**config.mk**
```make
export PLATFORM = sky130hd
export DESIGN_NAME = psk_sine_modulator_core
export DESIGN_NICKNAME = d
export VERILOG_FILES = /design/src/rtl/core/psm_pkg.sv /design/src/rtl/core/psk_sine_modulator_core.sv /design/src/rtl/core/psm_sequencer.sv /design/src/rtl/core/psm_sine_lookup.sv
export SDC_FILE = /design/constraint.sdc
export NUM_CORES = 1
export LEC_CHECK = 0
export BUFFER_PORTS_ARGS = -buffer_cell sky130_fd_sc_hd__buf_2
export CELL_PAD_IN_SITES_DETAIL_PLACEMENT = 1
export CELL_PAD_IN_SITES_GLOBAL_PLACEMENT = 2
export CORE_AREA = 10 10 197 199
export DETAILED_ROUTE_END_ITERATION = 10
export DIE_AREA = 0 0 207 209
export GPL_TIMING_DRIVEN = 0
export PLACE_DENSITY_LB_ADDON = 0.1
export SYNTH_ARGS = -nofsm -noshare
export SYNTH_HDL_FRONTEND = slang
export SYNTH_SLANG_ARGS = --single-unit
```
**constraint.sdc**
```tcl
create_clock -name clock -period 5.6 [get_ports clock]
set_clock_uncertainty 0.1 [all_clocks]
set_input_delay 0 -clock clock [delete_from_list [all_inputs] [get_ports clock]]
set_output_delay 0 -clock clock [all_outputs]
set_load 0.1 [all_outputs]
```
**src/rtl/core/psm_pkg.sv**
```systemverilog
// shared constants, types and the quarter-wave sine table for the psk sine modulator
package psm_pkg;

   localparam int SINE_ADDR_BITS = 10;
   localparam int SAMPLE_BITS    = 16;
   localparam int MAG_BITS       = SAMPLE_BITS - 1;
   localparam int QUARTER_BITS   = SINE_ADDR_BITS - 2;
   localparam int ROM_DEPTH      = 1 << QUARTER_BITS;
   localparam int ROM_IDX_BITS   = QUARTER_BITS + 1;

   localparam int CSR_INDEX_BITS = 1;
   localparam int CSR_DATA_BITS  = 32;
   localparam int SPB_BITS       = 7;

   localparam logic [CSR_INDEX_BITS-1:0] CSR_PHASE_STEP      = 1'd0;
   localparam logic [CSR_INDEX_BITS-1:0] CSR_SAMPLES_PER_BIT = 1'd1;

   localparam logic [CSR_DATA_BITS-1:0] PHASE_STEP_RESET = 32'd268435456;
   localparam logic [SPB_BITS-1:0]      SPB_RESET        = 7'd16;

   localparam longint Q30_ONE  = 64'sd1 <<< 30;
   localparam longint Q30_HALF = 64'sd1 <<< 29;
   localparam longint FULL_SCALE = (64'sd1 <<< (SAMPLE_BITS - 1)) - 64'sd1;

   typedef logic [MAG_BITS-1:0] sine_rom_type [ROM_DEPTH];

   typedef struct packed {
      logic [SINE_ADDR_BITS-1:0] addr;
      logic                      last;
   } sine_req_type;

   function automatic longint q30_mul(longint a, longint b);
      return (a * b + Q30_HALF) >>> 30;
   endfunction

   function automatic longint sine_coef(int i);
      longint c;
      case (i)
         0:       c = 64'sd1686629713;
         1:       c = -64'sd693598668;
         2:       c = 64'sd85569306;
         3:       c = -64'sd5026995;
         4:       c = 64'sd172272;
         5:       c = -64'sd3864;
         default: c = 64'sd61;
      endcase
      return c;
   endfunction

   // sin(pi/2 * u), u and result in q30
   function automatic longint quarter_sine(longint u);
      longint u2;
      longint acc;
      u2  = q30_mul(u, u);
      acc = sine_coef(6);
      for (int i = 5; i >= 0; i--) begin
         acc = sine_coef(i) + q30_mul(acc, u2);
      end
      acc = q30_mul(acc, u);
      if (acc < 0) acc = 0;
      if (acc > Q30_ONE) acc = Q30_ONE;
      return acc;
   endfunction

   function automatic sine_rom_type build_sine_rom();
      sine_rom_type rom;
      longint u;
      longint s;
      longint mag;
      for (int i = 0; i < ROM_DEPTH; i++) begin
         u      = longint'(i) <<< (32 - SINE_ADDR_BITS);
         s      = quarter_sine(u);
         mag    = (s * FULL_SCALE + Q30_HALF) >>> 30;
         rom[i] = MAG_BITS'(mag);
      end
      return rom;
   endfunction

   localparam sine_rom_type SINE_ROM = build_sine_rom();

endpackage

```
**src/rtl/core/psk_sine_modulator_core.sv**
```systemverilog
// psk sine modulator top level: control registers, sequencer and sine output stage
//
//  channel   signals                                   direction
//  req       req_valid/ready, data_bit, frame_start    in
//  rsp       rsp_valid/ready, sample, last_of_bit      out
//  csr       csr_wr_en, csr_index, csr_wdata           in, write only
//
// one sample per clock when rsp_ready stays high; a bit takes samples_per_bit
// samples (1 to MAX_SAMPLES_PER_BIT), set by the sample counter in the sequencer.
// a bit's first sample passes the sequencer state, the sine request register and
// the output register; the sequencer takes the next bit as it issues the last sample.
// synchronous reset clears the phase accumulator and loads the register defaults.
// an rsp_ready stall holds full registers; the sequencer stalls once both are full.
module psk_sine_modulator_core #(
   parameter int PHASE_BITS          = 32,
   parameter int MAX_SAMPLES_PER_BIT = 64
) (
   input  logic                                   clock,
   input  logic                                   reset,
   input  logic                                   req_valid,
   output logic                                   req_ready,
   input  logic                                   req_data_bit,
   input  logic                                   req_frame_start,
   output logic                                   rsp_valid,
   input  logic                                   rsp_ready,
   output logic signed [psm_pkg::SAMPLE_BITS-1:0] rsp_sample,
   output logic                                   rsp_last_of_bit,
   input  logic                                   csr_wr_en,
   input  logic [psm_pkg::CSR_INDEX_BITS-1:0]     csr_index,
   input  logic [psm_pkg::CSR_DATA_BITS-1:0]      csr_wdata
);
   import psm_pkg::*;

   logic [CSR_DATA_BITS-1:0] phase_step_ff, phase_step_in;
   logic [SPB_BITS-1:0]      spb_ff, spb_in;

   logic         sine_valid;
   logic         sine_ready;
   sine_req_type sine_req;

   always_comb begin
      phase_step_in = phase_step_ff;
      spb_in        = spb_ff;
      if (csr_wr_en) begin
         unique case (csr_index)
            CSR_PHASE_STEP:      phase_step_in = csr_wdata;
            CSR_SAMPLES_PER_BIT: spb_in        = csr_wdata[SPB_BITS-1:0];
            default: ;
         endcase
      end
   end

   always_ff @(posedge clock) begin
      if (reset) begin
         phase_step_ff <= PHASE_STEP_RESET;
         spb_ff        <= SPB_RESET;
      end else begin
         phase_step_ff <= phase_step_in;
         spb_ff        <= spb_in;
      end
   end

   psm_sequencer #(
      .PHASE_BITS          (PHASE_BITS),
      .MAX_SAMPLES_PER_BIT (MAX_SAMPLES_PER_BIT)
   ) u_sequencer (
      .clock           (clock),
      .reset           (reset),
      .req_valid       (req_valid),
      .req_ready       (req_ready),
      .req_data_bit    (req_data_bit),
      .req_frame_start (req_frame_start),
      .phase_step      (phase_step_ff),
      .samples_per_bit (spb_ff),
      .sine_valid      (sine_valid),
      .sine_req        (sine_req),
      .sine_ready      (sine_ready)
   );

   psm_sine_lookup u_sine_lookup (
      .clock           (clock),
      .reset           (reset),
      .sine_valid      (sine_valid),
      .sine_req        (sine_req),
      .sine_ready      (sine_ready),
      .rsp_valid       (rsp_valid),
      .rsp_ready       (rsp_ready),
      .rsp_sample      (rsp_sample),
      .rsp_last_of_bit (rsp_last_of_bit)
   );

endmodule

```
**src/rtl/core/psm_sequencer.sv**
```systemverilog
// per-bit sample sequencer: holds the current bit, phase accumulator and sample count
module psm_sequencer #(
   parameter int PHASE_BITS          = 32,
   parameter int MAX_SAMPLES_PER_BIT = 64
) (
   input  logic                               clock,
   input  logic                               reset,
   input  logic                               req_valid,
   output logic                               req_ready,
   input  logic                               req_data_bit,
   input  logic                               req_frame_start,
   input  logic [psm_pkg::CSR_DATA_BITS-1:0]  phase_step,
   input  logic [psm_pkg::SPB_BITS-1:0]       samples_per_bit,
   output logic                               sine_valid,
   output psm_pkg::sine_req_type              sine_req,
   input  logic                               sine_ready
);
   import psm_pkg::*;

   localparam int IDX_W = (MAX_SAMPLES_PER_BIT > 1) ? $clog2(MAX_SAMPLES_PER_BIT) : 1;
   localparam logic [SPB_BITS-1:0] MAX_SPB = SPB_BITS'(MAX_SAMPLES_PER_BIT);
   localparam logic [PHASE_BITS-1:0] OFFSET_ONE  = PHASE_BITS'(1) << (PHASE_BITS - 2);
   localparam logic [PHASE_BITS-1:0] OFFSET_ZERO = '0 - (PHASE_BITS'(1) << (PHASE_BITS - 3));

   logic                  busy_ff, busy_in;
   logic                  bit_ff, bit_in;
   logic [IDX_W-1:0]      count_ff, count_in;
   logic [IDX_W-1:0]      last_idx_ff, last_idx_in;
   logic [PHASE_BITS-1:0] carrier_ff, carrier_in;
   logic                  sine_valid_ff, sine_valid_in;
   sine_req_type          sine_req_ff, sine_req_in;

   logic                  emit;
   logic                  is_last;
   logic                  accept;
   logic [SPB_BITS-1:0]   spb_eff;
   logic [PHASE_BITS-1:0] phase_sum;
   logic [PHASE_BITS-1:0] carrier_adv;

   always_comb begin
      if (samples_per_bit == '0) begin
         spb_eff = SPB_BITS'(1);
      end else if (samples_per_bit > MAX_SPB) begin
         spb_eff = MAX_SPB;
      end else begin
         spb_eff = samples_per_bit;
      end
   end

   assign emit        = busy_ff && (!sine_valid_ff || sine_ready);
   assign is_last     = (count_ff == last_idx_ff);
   assign req_ready   = !busy_ff || (emit && is_last);
   assign accept      = req_valid && req_ready;
   assign phase_sum   = carrier_ff + (bit_ff ? OFFSET_ONE : OFFSET_ZERO);
   assign carrier_adv = emit ? carrier_ff + PHASE_BITS'(phase_step) : carrier_ff;

   always_comb begin
      busy_in       = busy_ff;
      bit_in        = bit_ff;
      count_in      = count_ff;
      last_idx_in   = last_idx_ff;
      carrier_in    = carrier_adv;
      sine_valid_in = sine_valid_ff;
      sine_req_in   = sine_req_ff;
      if (sine_ready) begin
         sine_valid_in = 1'b0;
      end
      if (emit) begin
         sine_valid_in    = 1'b1;
         sine_req_in.addr = phase_sum[PHASE_BITS-1 -: SINE_ADDR_BITS];
         sine_req_in.last = is_last;
         count_in         = count_ff + IDX_W'(1);
         if (is_last) begin
            busy_in = 1'b0;
         end
      end
      if (accept) begin
         busy_in     = 1'b1;
         bit_in      = req_data_bit;
         count_in    = '0;
         last_idx_in = IDX_W'(spb_eff - SPB_BITS'(1));
         if (req_frame_start) begin
            carrier_in = '0;
         end
      end
   end

   always_ff @(posedge clock) begin
      if (reset) begin
         busy_ff       <= 1'b0;
         sine_valid_ff <= 1'b0;
         carrier_ff    <= '0;
      end else begin
         busy_ff       <= busy_in;
         sine_valid_ff <= sine_valid_in;
         carrier_ff    <= carrier_in;
      end
   end

   always_ff @(posedge clock) begin
      bit_ff      <= bit_in;
      count_ff    <= count_in;
      last_idx_ff <= last_idx_in;
      sine_req_ff <= sine_req_in;
   end

   assign sine_valid = sine_valid_ff;
   assign sine_req   = sine_req_ff;

endmodule

```
**src/rtl/core/psm_sine_lookup.sv**
```systemverilog
// quarter-wave sine table lookup with sign and the output register
module psm_sine_lookup (
   input  logic                                clock,
   input  logic                                reset,
   input  logic                                sine_valid,
   input  psm_pkg::sine_req_type               sine_req,
   output logic                                sine_ready,
   output logic                                rsp_valid,
   input  logic                                rsp_ready,
   output logic signed [psm_pkg::SAMPLE_BITS-1:0] rsp_sample,
   output logic                                rsp_last_of_bit
);
   import psm_pkg::*;

   localparam logic [ROM_IDX_BITS-1:0] ROM_TOP = ROM_IDX_BITS'(ROM_DEPTH);

   logic                   rsp_valid_ff, rsp_valid_in;
   logic [SAMPLE_BITS-1:0] sample_ff, sample_in;
   logic                   last_ff, last_in;

   logic [1:0]              quad;
   logic [QUARTER_BITS-1:0] quarter_pos;
   logic [ROM_IDX_BITS-1:0] rom_idx;
   logic [MAG_BITS-1:0]     mag;
   logic [SAMPLE_BITS-1:0]  mag_ext;

   assign quad        = sine_req.addr[SINE_ADDR_BITS-1 -: 2];
   assign quarter_pos = sine_req.addr[QUARTER_BITS-1:0];
   assign rom_idx     = quad[0] ? ROM_TOP - ROM_IDX_BITS'(quarter_pos)
                                : ROM_IDX_BITS'(quarter_pos);
   // peak of the quarter wave
   assign mag         = rom_idx[QUARTER_BITS] ? MAG_BITS'(FULL_SCALE)
                                              : SINE_ROM[rom_idx[QUARTER_BITS-1:0]];
   assign mag_ext     = SAMPLE_BITS'(mag);

   assign sine_ready = !rsp_valid_ff || rsp_ready;

   always_comb begin
      rsp_valid_in = rsp_valid_ff;
      sample_in    = sample_ff;
      last_in      = last_ff;
      if (sine_ready) begin
         rsp_valid_in = sine_valid;
         if (sine_valid) begin
            sample_in = quad[1] ? '0 - mag_ext : mag_ext;
            last_in   = sine_req.last;
         end
      end
   end

   always_ff @(posedge clock) begin
      if (reset) begin
         rsp_valid_ff <= 1'b0;
      end else begin
         rsp_valid_ff <= rsp_valid_in;
      end
   end

   always_ff @(posedge clock) begin
      sample_ff <= sample_in;
      last_ff   <= last_in;
   end

   assign rsp_valid       = rsp_valid_ff;
   assign rsp_sample      = signed'(sample_ff);
   assign rsp_last_of_bit = last_ff;

endmodule
```
==> metrics.md, run 1 <==
| Metric | Value |
|---|---|
| Syn avg cell area | 7.40 sq um |
| Vias/cell | 6.46 |
| Pre-antenna DRT Iters | 5 |
| Final Hold Fails | 0 |
| Clock Latency Late Sink | 0.44 ns |
| First-pass GRT wire length | 98,200 microns |
| Vias in the first global route | 14,400 |
| Filler instances | 4,356 |
| Remaining global-route overflow | 0 |
| Dpl hpwl | 48,800 microns |
| Critical Setup Path Class | flip-flop to flip-flop |
| Worst EP required | 5.69 ns |
| RSZ-0062 raised after global routing | no |
| Post-Route WL | 67,000 microns |
| Synthesized instance count | 1,584 |
| Maxcap violations | 0 |
| Post-Place Worst Slack | -2.68 ns |
| Drc violations | 0 |
| Drt first-iter violations | 1,375 |
| Tmin final | 5.38 ns |
| Clock Sinks | 115 |
| Fraction of registers with async set/reset | 0 |
| CTS Buffer Depth | 2 |
| Post-synthesis sequential area ratio | 0.226 |
| I/O Pins | 59 |
| Yosys top cell area share | 0.137 |
| Port bufs | 55 |
| Syn-to-layout area delta | 21.2% |
| Die Y | 209 microns |
| Leakage | 5.46 nW |
| Status | completed |
| # H-tree levels | 4 |
| Routability cong. | 1.04 |
| Yosys cell types | 102 |
| Initial core utilization | 0.334 |
| Pin slew with the least headroom to its limit | 1.34 ns |
| GRT Util Overall | 0.299 |
| DR WL/cell | 30.6 microns |
| Final ANT Viol Nets | 0 |
| CP endpoint kind | flip-flop |
| Top cell type by total area after synthesis | dfxtp_1 |
| Die W | 207 microns |
| Clk root buf | clkbuf_16 |
| Largest net degree at the start of global routing | 21 |
| Reg clk slew, reported paths | 0.07 ns |
| Rows | 69 |
| Max FO, Critical Path | 19 |
| Clock buffer count from CTS | 17 |
| # setup viols final | 0 |
| # diodes | 0 |
| Cell Pwr Density | 279 nW/um^2 |
| Worst Hold Class | input pin to flip-flop |
| Synth top area cells | dfxtp_1 14%, edfxtp_1 9.0%, nand2_1 7.4% |
| Syn. warnings | 0 |
| Layout Nets | 1,813 |
| Post-synth EDFFs | 35 |
| Vias | 14,100 |
| Fin crit share | 0.960 |
| FF+latch count, synth | 115 |
| Fraction of layout instances using a drive strength above 1 | 0.171 |
| CTS tree | yes |
| Startpoint types | flip-flop |
| Final Max Tran Viols | 0 |
| Rel. slew slack | 0.103 |
| Highest Clock Rate | 0.186 GHz |
| Core ar. | 35,100 sq um |
| Maximum VDD drop | 0.000200 V |
| Die ar. | 43,300 sq um |
| Final worst setup slack | 0.225 ns |
| Synthesized area | 11,700 sq um |
| Post-Synthesis Net Count | 1,684 |
| Antenna violations before repair | 3 |
| Main synth FF type | dfxtp_1 |
| Worst path arrival time | 5.46 ns |
| Final setup TNS | 0 ns |
-- repair_timing --
action,CTS,global route
setup endpoints to repair,16,12
setup buffers,10,7
endpoints found under the hold margin,45,0
hold buffers,43,0
gates resized for setup,70,51
pin swaps,3,10
-- routing by layer --
metal,track usage,vias up,routed length [microns]
li1,-,6154,-
met1,0.344,6903,25300
met2,0.492,820,30700
met3,0.0746,246,6480
met4,0.182,4,4400
met5,0,-,27
-- worst max-delay path, cell delays in order, from the launching register on --
cell and delay (ns):
edfxtp_1 0.40, buf_6 0.19, clkinvlp_4 0.10, clkbuf_16 0.21
ha_1 0.18, buf_2 0.26, nor3b_2 0.24, o211a_1 0.18
buf_2 0.21, buf_2 0.32, clkbuf_4 0.35, o2111ai_2 0.31
o311a_1 0.24, o21ai_1 0.26, nand4b_1 0.22, o211ai_1 0.25
ha_1 0.24, nand2_1 0.08, or3_4 0.39, o31ai_1 0.25
xor2_1 0.10
-- placed cells by master, fill, tap and decap left out, types with 36 or more instances in the layout --
master         count
xnor2_1           38
dfxtp_1           80
buf_4             37
buf_2             99
nand2_1          230
ha_1              52
nor2_1           115
o21ai_0           98
nor3_1            36
a21oi_1          172
dlygate4sd3_1     43
-- synthesized netlist by cell type (all sizes together), types with 13 or more instances --
master,instances
a211oi,33
a21o,29
a21oi,173
a311oi,15
a31oi,24
buf,89
clkbuf,53
dfxtp,80
edfxtp,35
ha,59
inv,30
nand2,231
nand2b,24
nand3,35
nor2,117
nor2b,24
nor3,36
o211ai,34
o21ai,111
o22ai,16
o311ai,13
o31ai,16
or3,15
xnor2,42
xor2,23
-- metrics by stage --
stage | area, sq um | power, mW | instances | utilization | hold WS, ns
2_1_floorplan | 11700 | 1.97 | 1584 | - | -0.00113
3_3_place_gp | 12600 | 2.59 | 2100 | 0.359 | 0.117
3_5_place_dp | 12600 | 2.57 | 2102 | 0.359 | 0.102
4_1_cts | 14000 | 3.83 | 2182 | 0.398 | 0.197
5_1_grt | 14200 | 4.08 | 2187 | 0.405 | 0.215
6_report | 14200 | 3.96 | 2187 | 0.405 | 0.208
-- area by class of cell --
type	count	area [sq um]	share of cell area
flip-flops and latches	115	2650	0.187
clock buffers	18	450	0.0317
repair buffers	117	856	0.0603
clock inverters	14	166	0.0117
multi-input cells	1295	8560	0.603
inverters	32	129	0.00908
well taps	461	577	0.0406
plain buffers	135	800	0.0563
-- registers in the layout, indices dropped and copies added, names as in the netlist --
signal and flops:
u_sequencer.sine_req 11, u_sine_lookup.rsp_sample 16, phase_step_ff 32, u_sequencer.count_ff 6, u_sequencer.bit_ff 1, u_sequencer.busy_ff 1, u_sequencer.sine_valid 1, u_sine_lookup.rsp_last_of_bit 1
u_sine_lookup.rsp_valid 1, u_sequencer.last_idx_ff 6, u_sequencer.carrier_ff 32, spb_ff 7
-- power breakdown --
group	switching [mW]	internal [mW]
clock network	0.465	0.696
logic	1.28	0.563
registers	0.0337	0.921
-- path summary, 6_finish.rpt --
| path | from | endpoint | slack (ns) | depth (start not counted) |
|---|---|---|---|---|
| worst min register to register | u_sequencer.sine_req[0] | u_sine_lookup.rsp_last_of_bit | 0.33 | 0 |
| worst min-delay path | req_data_bit | u_sequencer.bit_ff | 0.21 | 2 |
| worst max register to register | u_sequencer.sine_req[1] | u_sine_lookup.rsp_sample[8] | 0.22 | 20 |
| worst max-delay path | u_sequencer.sine_req[1] | u_sine_lookup.rsp_sample[8] | 0.22 | 20 |
-- logic make-up (layout without fill, tap and decap cells) --
group	count (synthesis)	after routing	share of synthesized area
buffers and inverters	174	316	0.0706
AOI/OAI and AO/OA	598	598	0.341
and+or+nand+nor	552	552	0.224
DFF	115	115	0.226
xor gates and xnor gates	65	65	0.0528
adders and majority gates	60	60	0.0647
muxes	20	20	0.0203
No activity file was read; power rests on OpenSTA's default activity.
==> inputs of run 2 (changes only) <==
--- a/config.mk
+++ b/config.mk
@@ -8,11 +8,12 @@
 export BUFFER_PORTS_ARGS = -buffer_cell sky130_fd_sc_hd__buf_2
 export CELL_PAD_IN_SITES_DETAIL_PLACEMENT = 1
 export CELL_PAD_IN_SITES_GLOBAL_PLACEMENT = 2
-export CORE_AREA = 10 10 197 199
+export CORE_AREA = 10 10 205 207
 export DETAILED_ROUTE_END_ITERATION = 10
-export DIE_AREA = 0 0 207 209
+export DIE_AREA = 0 0 215 217
 export GPL_TIMING_DRIVEN = 0
-export PLACE_DENSITY_LB_ADDON = 0.1
+export PLACE_DENSITY_LB_ADDON = 0.15
 export SYNTH_ARGS = -nofsm -noshare
 export SYNTH_HDL_FRONTEND = slang
+export SYNTH_HIERARCHICAL = 1
 export SYNTH_SLANG_ARGS = --single-unit
==> run 2 against run 1 <==
Flip-flop and latch count did not move. The run now ends with setup timing left. Core utilization decreased by 0.17 points. Global-route usage rose by 4.2 points. Total power barely moved. Via count grew 12%. Wire length is 24% higher. Combinational power is 5% higher. Critical endpoint is now u_sine_lookup/rsp_sample[15]. Die area up 7.8%. Sequential share of layout area fell by 1.4 points. Clock power is 8% lower. Largest cell class unchanged.
==> metrics.md, run 2 <==
| Metric | Value |
|---|---|
| Synth cell count leaders | 150 x a21oi_1, 144 x nand2_1, 131 x o21ai_0 (was 231 x nand2_1, 173 x a21oi_1, 117 x nor2_1) |
| Count leader, synth | a21oi_1 (was nand2_1) |
| Final setup TNS | -0.00878 ns (was 0 ns) |
| Rel. slew slack | 0.133 (was 0.103) |
| DR WL/cell | 35.3 microns (was 30.6 microns) |
| Clk root buf | clkbuf_16 (unchanged) |
| Tmin final | 5.61 ns (was 5.38 ns) |
| Clock Latency Late Sink | 0.43 ns (was 0.44 ns) |
| Die W | 215 microns (was 207 microns) |
| Crit-path slowest cell | o31ai_1 (was edfxtp_1) |
| Die Y | 217 microns (was 209 microns) |
| Top cell type by total area after synthesis | dfxtp_1 (unchanged) |
| CP Cell Sequence | buf_4, buf_8, inv_1, clkbuf_16, buf_4, ha_1, clkbuf_1, inv_1, nor2_1, o31ai_1, a211oi_1, o41ai_2, nand3_2, or3_4, nor4_4, a21oi_1 (was buf_6, clkinvlp_4, clkbuf_16, ha_1, buf_2, nor3b_2, o211a_1, buf_2, buf_2, clkbuf_4, o2111ai_2, o311a_1, o21ai_1, nand4b_1, o211ai_1, ha_1, nand2_1, or3_4, o31ai_1, xor2_1) |
| Remaining global-route overflow | 0 (unchanged) |
| Post-layout util | 0.403 (was 0.405) |
| Maxcap violations | 0 (unchanged) |
| Post-Synthesis Net Count | 1,782 (was 1,684) |
| Dpl cells | 2,259 (was 2,102) |
| First-pass GRT wire length | 117,000 microns (was 98,200 microns) |
| Cell Pwr Density | 257 nW/um^2 (was 279 nW/um^2) |
| Rows | 72 (was 69) |
| Initial core utilization | 0.335 (was 0.334) |
| Drt first-iter violations | 1,890 (was 1,375) |
| GRT Util Overall | 0.342 (was 0.299) |
| Syn-to-layout area delta | 20.4% (was 21.2%) |
| Pin slew with the least headroom to its limit | 1.30 ns (was 1.34 ns) |
| Status | finished, violations left (was completed) |
| CP endpoint kind | flip-flop (unchanged) |
| CP Launch Point | u_sequencer/sine_req[1] (was u_sequencer.sine_req[1]) |
| Worst hold stages | 2 (unchanged) |
| Post-Route WL | 82,900 microns (was 67,000 microns) |
| Leakage | 5.66 nW (was 5.46 nW) |
| Synthesized area | 12,800 sq um (was 11,700 sq um) |
| Most frequent cells in the layout | 148 x a21oi_1, 143 x nand2_1, 124 x o21ai_0, 111 x buf_2, 102 x nor2_1 (was 230 x nand2_1, 172 x a21oi_1, 115 x nor2_1, 99 x buf_2, 98 x o21ai_0) |
| Worst reg-to-reg setup slack | -0.009 ns (was 0.22 ns) |
| Vias | 15,800 (was 14,100) |
| Crit-path leading delay family | buffers and inverters (unchanged) |
| Startpoint types | flip-flop (unchanged) |
| Worst Hold Class | input pin to flip-flop (unchanged) |
| WHS Endpoint | u_sequencer/bit_ff (was u_sequencer.bit_ff) |
| I/O Pins | 59 (unchanged) |
| Drc violations | 0 (unchanged) |
| Largest net degree at the start of global routing | 21 (unchanged) |
| Combinational Power Share | 0.488 (was 0.465) |
| Fraction of layout instances using a drive strength above 1 | 0.173 (was 0.171) |
| Synthesized instance count | 1,683 (was 1,584) |
| Clock share of power | 0.270 (was 0.294) |
| Antenna violations before repair | 4 (was 3) |
| Clock buffer count from CTS | 17 (unchanged) |
| Yosys cell types | 109 (was 102) |
| Final ANT Viol Nets | 0 (unchanged) |
| Routability cong. | 1.03 (was 1.04) |
| Final Max Tran Viols | 0 (unchanged) |
| FF+latch count, synth | 115 (unchanged) |
| Critical R2R Capture | u_sine_lookup/rsp_sample[15] (was u_sine_lookup.rsp_sample[8]) |
| Fin crit share | 1.00 (was 0.960) |
| Switch share | 0.457 (was 0.449) |
| # H-tree levels | 4 (unchanged) |
| Vias/cell | 6.72 (was 6.46) |
| Final worst setup slack | -0.00878 ns (was 0.225 ns) |
| Worst EP required | 5.66 ns (was 5.69 ns) |
| # setup viols final | 1 (was 0) |
| Filler instances | 4,653 (was 4,356) |
| Die ar. | 46,700 sq um (was 43,300 sq um) |
| Synth top area cells | dfxtp_1 13%, edfxtp_1 8.2%, a21oi_1 5.9% (was dfxtp_1 14%, edfxtp_1 9.0%, nand2_1 7.4%) |
| Port bufs | 58 (was 55) |
| Vias in the first global route | 16,100 (was 14,400) |
| Main synth FF type | dfxtp_1 (unchanged) |
| Worst path arrival time | 5.67 ns (was 5.46 ns) |
| Yosys top cell area share | 0.126 (was 0.137) |
| Post-synth EDFFs | 35 (unchanged) |
| Syn avg cell area | 7.58 sq um (was 7.40 sq um) |
| Violated checks | setup timing |
| Layout Nets | 1,917 (was 1,813) |
| Pre-antenna DRT Iters | 6 (was 5) |
| Core ar. | 38,100 sq um (was 35,100 sq um) |
| RSZ-0062 raised after global routing | no (unchanged) |
| Max FO, Critical Path | 19 (unchanged) |
| Commonest non-fill, non-tap cell in the layout | a21oi_1 (was nand2_1) |
| Hold path startpoint | req_data_bit (unchanged) |
| Dpl hpwl | 61,000 microns (was 48,800 microns) |
| CTS tree | yes (unchanged) |
| Final Hold Fails | 0 (unchanged) |
| Fraction of registers with async set/reset | 0 (unchanged) |
| RR Startpoint | u_sequencer/sine_req[1] (was u_sequencer.sine_req[1]) |
| Worst path max stage delay | 0.66 ns (was 0.40 ns) |
| Buf/Inv on CP | 7 (unchanged) |
| Share of power burned in registers | 0.242 (was 0.241) |
| CTS Buffer Depth | 2 (unchanged) |
| Post-Layout Cell Count | 2,352 (was 2,187) |
| Clock Sinks | 115 (unchanged) |
| Post-synthesis sequential area ratio | 0.208 (was 0.226) |
| Worst Reg-to-Reg Cells | 16 (was 20) |
| Highest Clock Rate | 0.178 GHz (was 0.186 GHz) |
| Maximum VDD drop | 0.000232 V (was 0.000200 V) |
| Internal Pwr Total | 2.15 mW (was 2.18 mW) |
| Reg clk slew, reported paths | 0.06 ns (was 0.07 ns) |
| Psw | 1.81 mW (was 1.78 mW) |
| Critical Setup Path Class | flip-flop to flip-flop (unchanged) |
| Syn. warnings | 6 (was 0) |
-- run 2: how the worst max path moves through the flow --
stage / end / slack (ns) / depth (start not counted)
after global placement: u_sine_lookup/rsp_sample[14] / -3.77 / 22
after global routing: u_sine_lookup/rsp_sample[12] / 0.02 / 19
after CTS: u_sine_lookup/rsp_sample[14] / 0.1 / 21
final: u_sine_lookup/rsp_sample[15] / -0.009 / 16
after floorplan: u_sine_lookup/rsp_sample[8] / 0.28 / 22
after detailed placement: u_sine_lookup/rsp_sample[12] / -3.44 / 22
-- run 2: logic make-up after synthesis --
family | Yosys count | share of synthesized area
AND/OR/NAND/NOR | 548 | 0.231
multiplexers | 38 | 0.0302
AO/OA/AOI/OAI | 662 | 0.355
XOR/XNOR | 59 | 0.0428
flip-flops | 115 | 0.208
adder cells (fa/ha/maj) | 59 | 0.0584
buffers and inverters | 202 | 0.0751
-- run 2: cell type report --
cell class | instances | area, sq um | area share
Antenna cell | 3 | 7.51 | 0.000489
Sequential cell | 115 | 2650 | 0.173
Inverter | 42 | 164 | 0.0107
Clock inverter | 10 | 110 | 0.00717
Tap cell | 518 | 648 | 0.0422
Buffer | 159 | 906 | 0.0589
Timing Repair Buffer | 117 | 858 | 0.0559
Multi-Input combinational cell | 1366 | 9560 | 0.622
Clock buffer | 22 | 464 | 0.0302
-- run 2: metrics by stage --
step / setup slack (ns) / hold slack, ns / cell area, sq um / power, mW
after floorplan: 0.280 / -0.0309 / 12800 / 1.97
after global placement: -3.77 / 0.0867 / 13700 / 2.66
after detailed placement: -3.44 / 0.0817 / 13700 / 2.66
after CTS: 0.0956 / 0.178 / 15200 / 3.83
after global routing: 0.0155 / 0.235 / 15400 / 4.04
final: -0.00878 / 0.202 / 15400 / 3.96
-- run 2: worst reg2reg max path: cells and delay by family (launching register included) --
kind	cells	cell delay, ns
simple gates	4	1.44
flops	1	0.32
fa+ha+maj	1	0.31
buf+inv	7	1.64
compound gates	4	1.55
-- run 2: what timing repair did --
action / in CTS / in global routing
buffers inserted: 12 / 2
pin swaps: 5 / 5
endpoints found under the hold margin: 44 / 0
hold buffers: 45 / 0
endpoints found under the setup margin: 16 / 11
resized for setup: 100 / 36
-- run 2: layer usage --
layer	GRT usage	share of wire	up-vias
li1	-	-	6652
met1	0.395	0.37	7780
met2	0.549	0.45	1048
met3	0.0847	0.096	314
met4	0.239	0.076	2
met5	0	0.00016	-
-- run 2: power groups by stage --
stage | clock, mW | sequential, mW | combinational [mW]
after floorplan | 0 | 1.04 | 0.931
after global placement | 0 | 0.975 | 1.69
after detailed placement | 0 | 0.978 | 1.68
after CTS | 1.08 | 0.958 | 1.79
after global routing | 1.11 | 0.964 | 1.96
final | 1.07 | 0.958 | 1.93
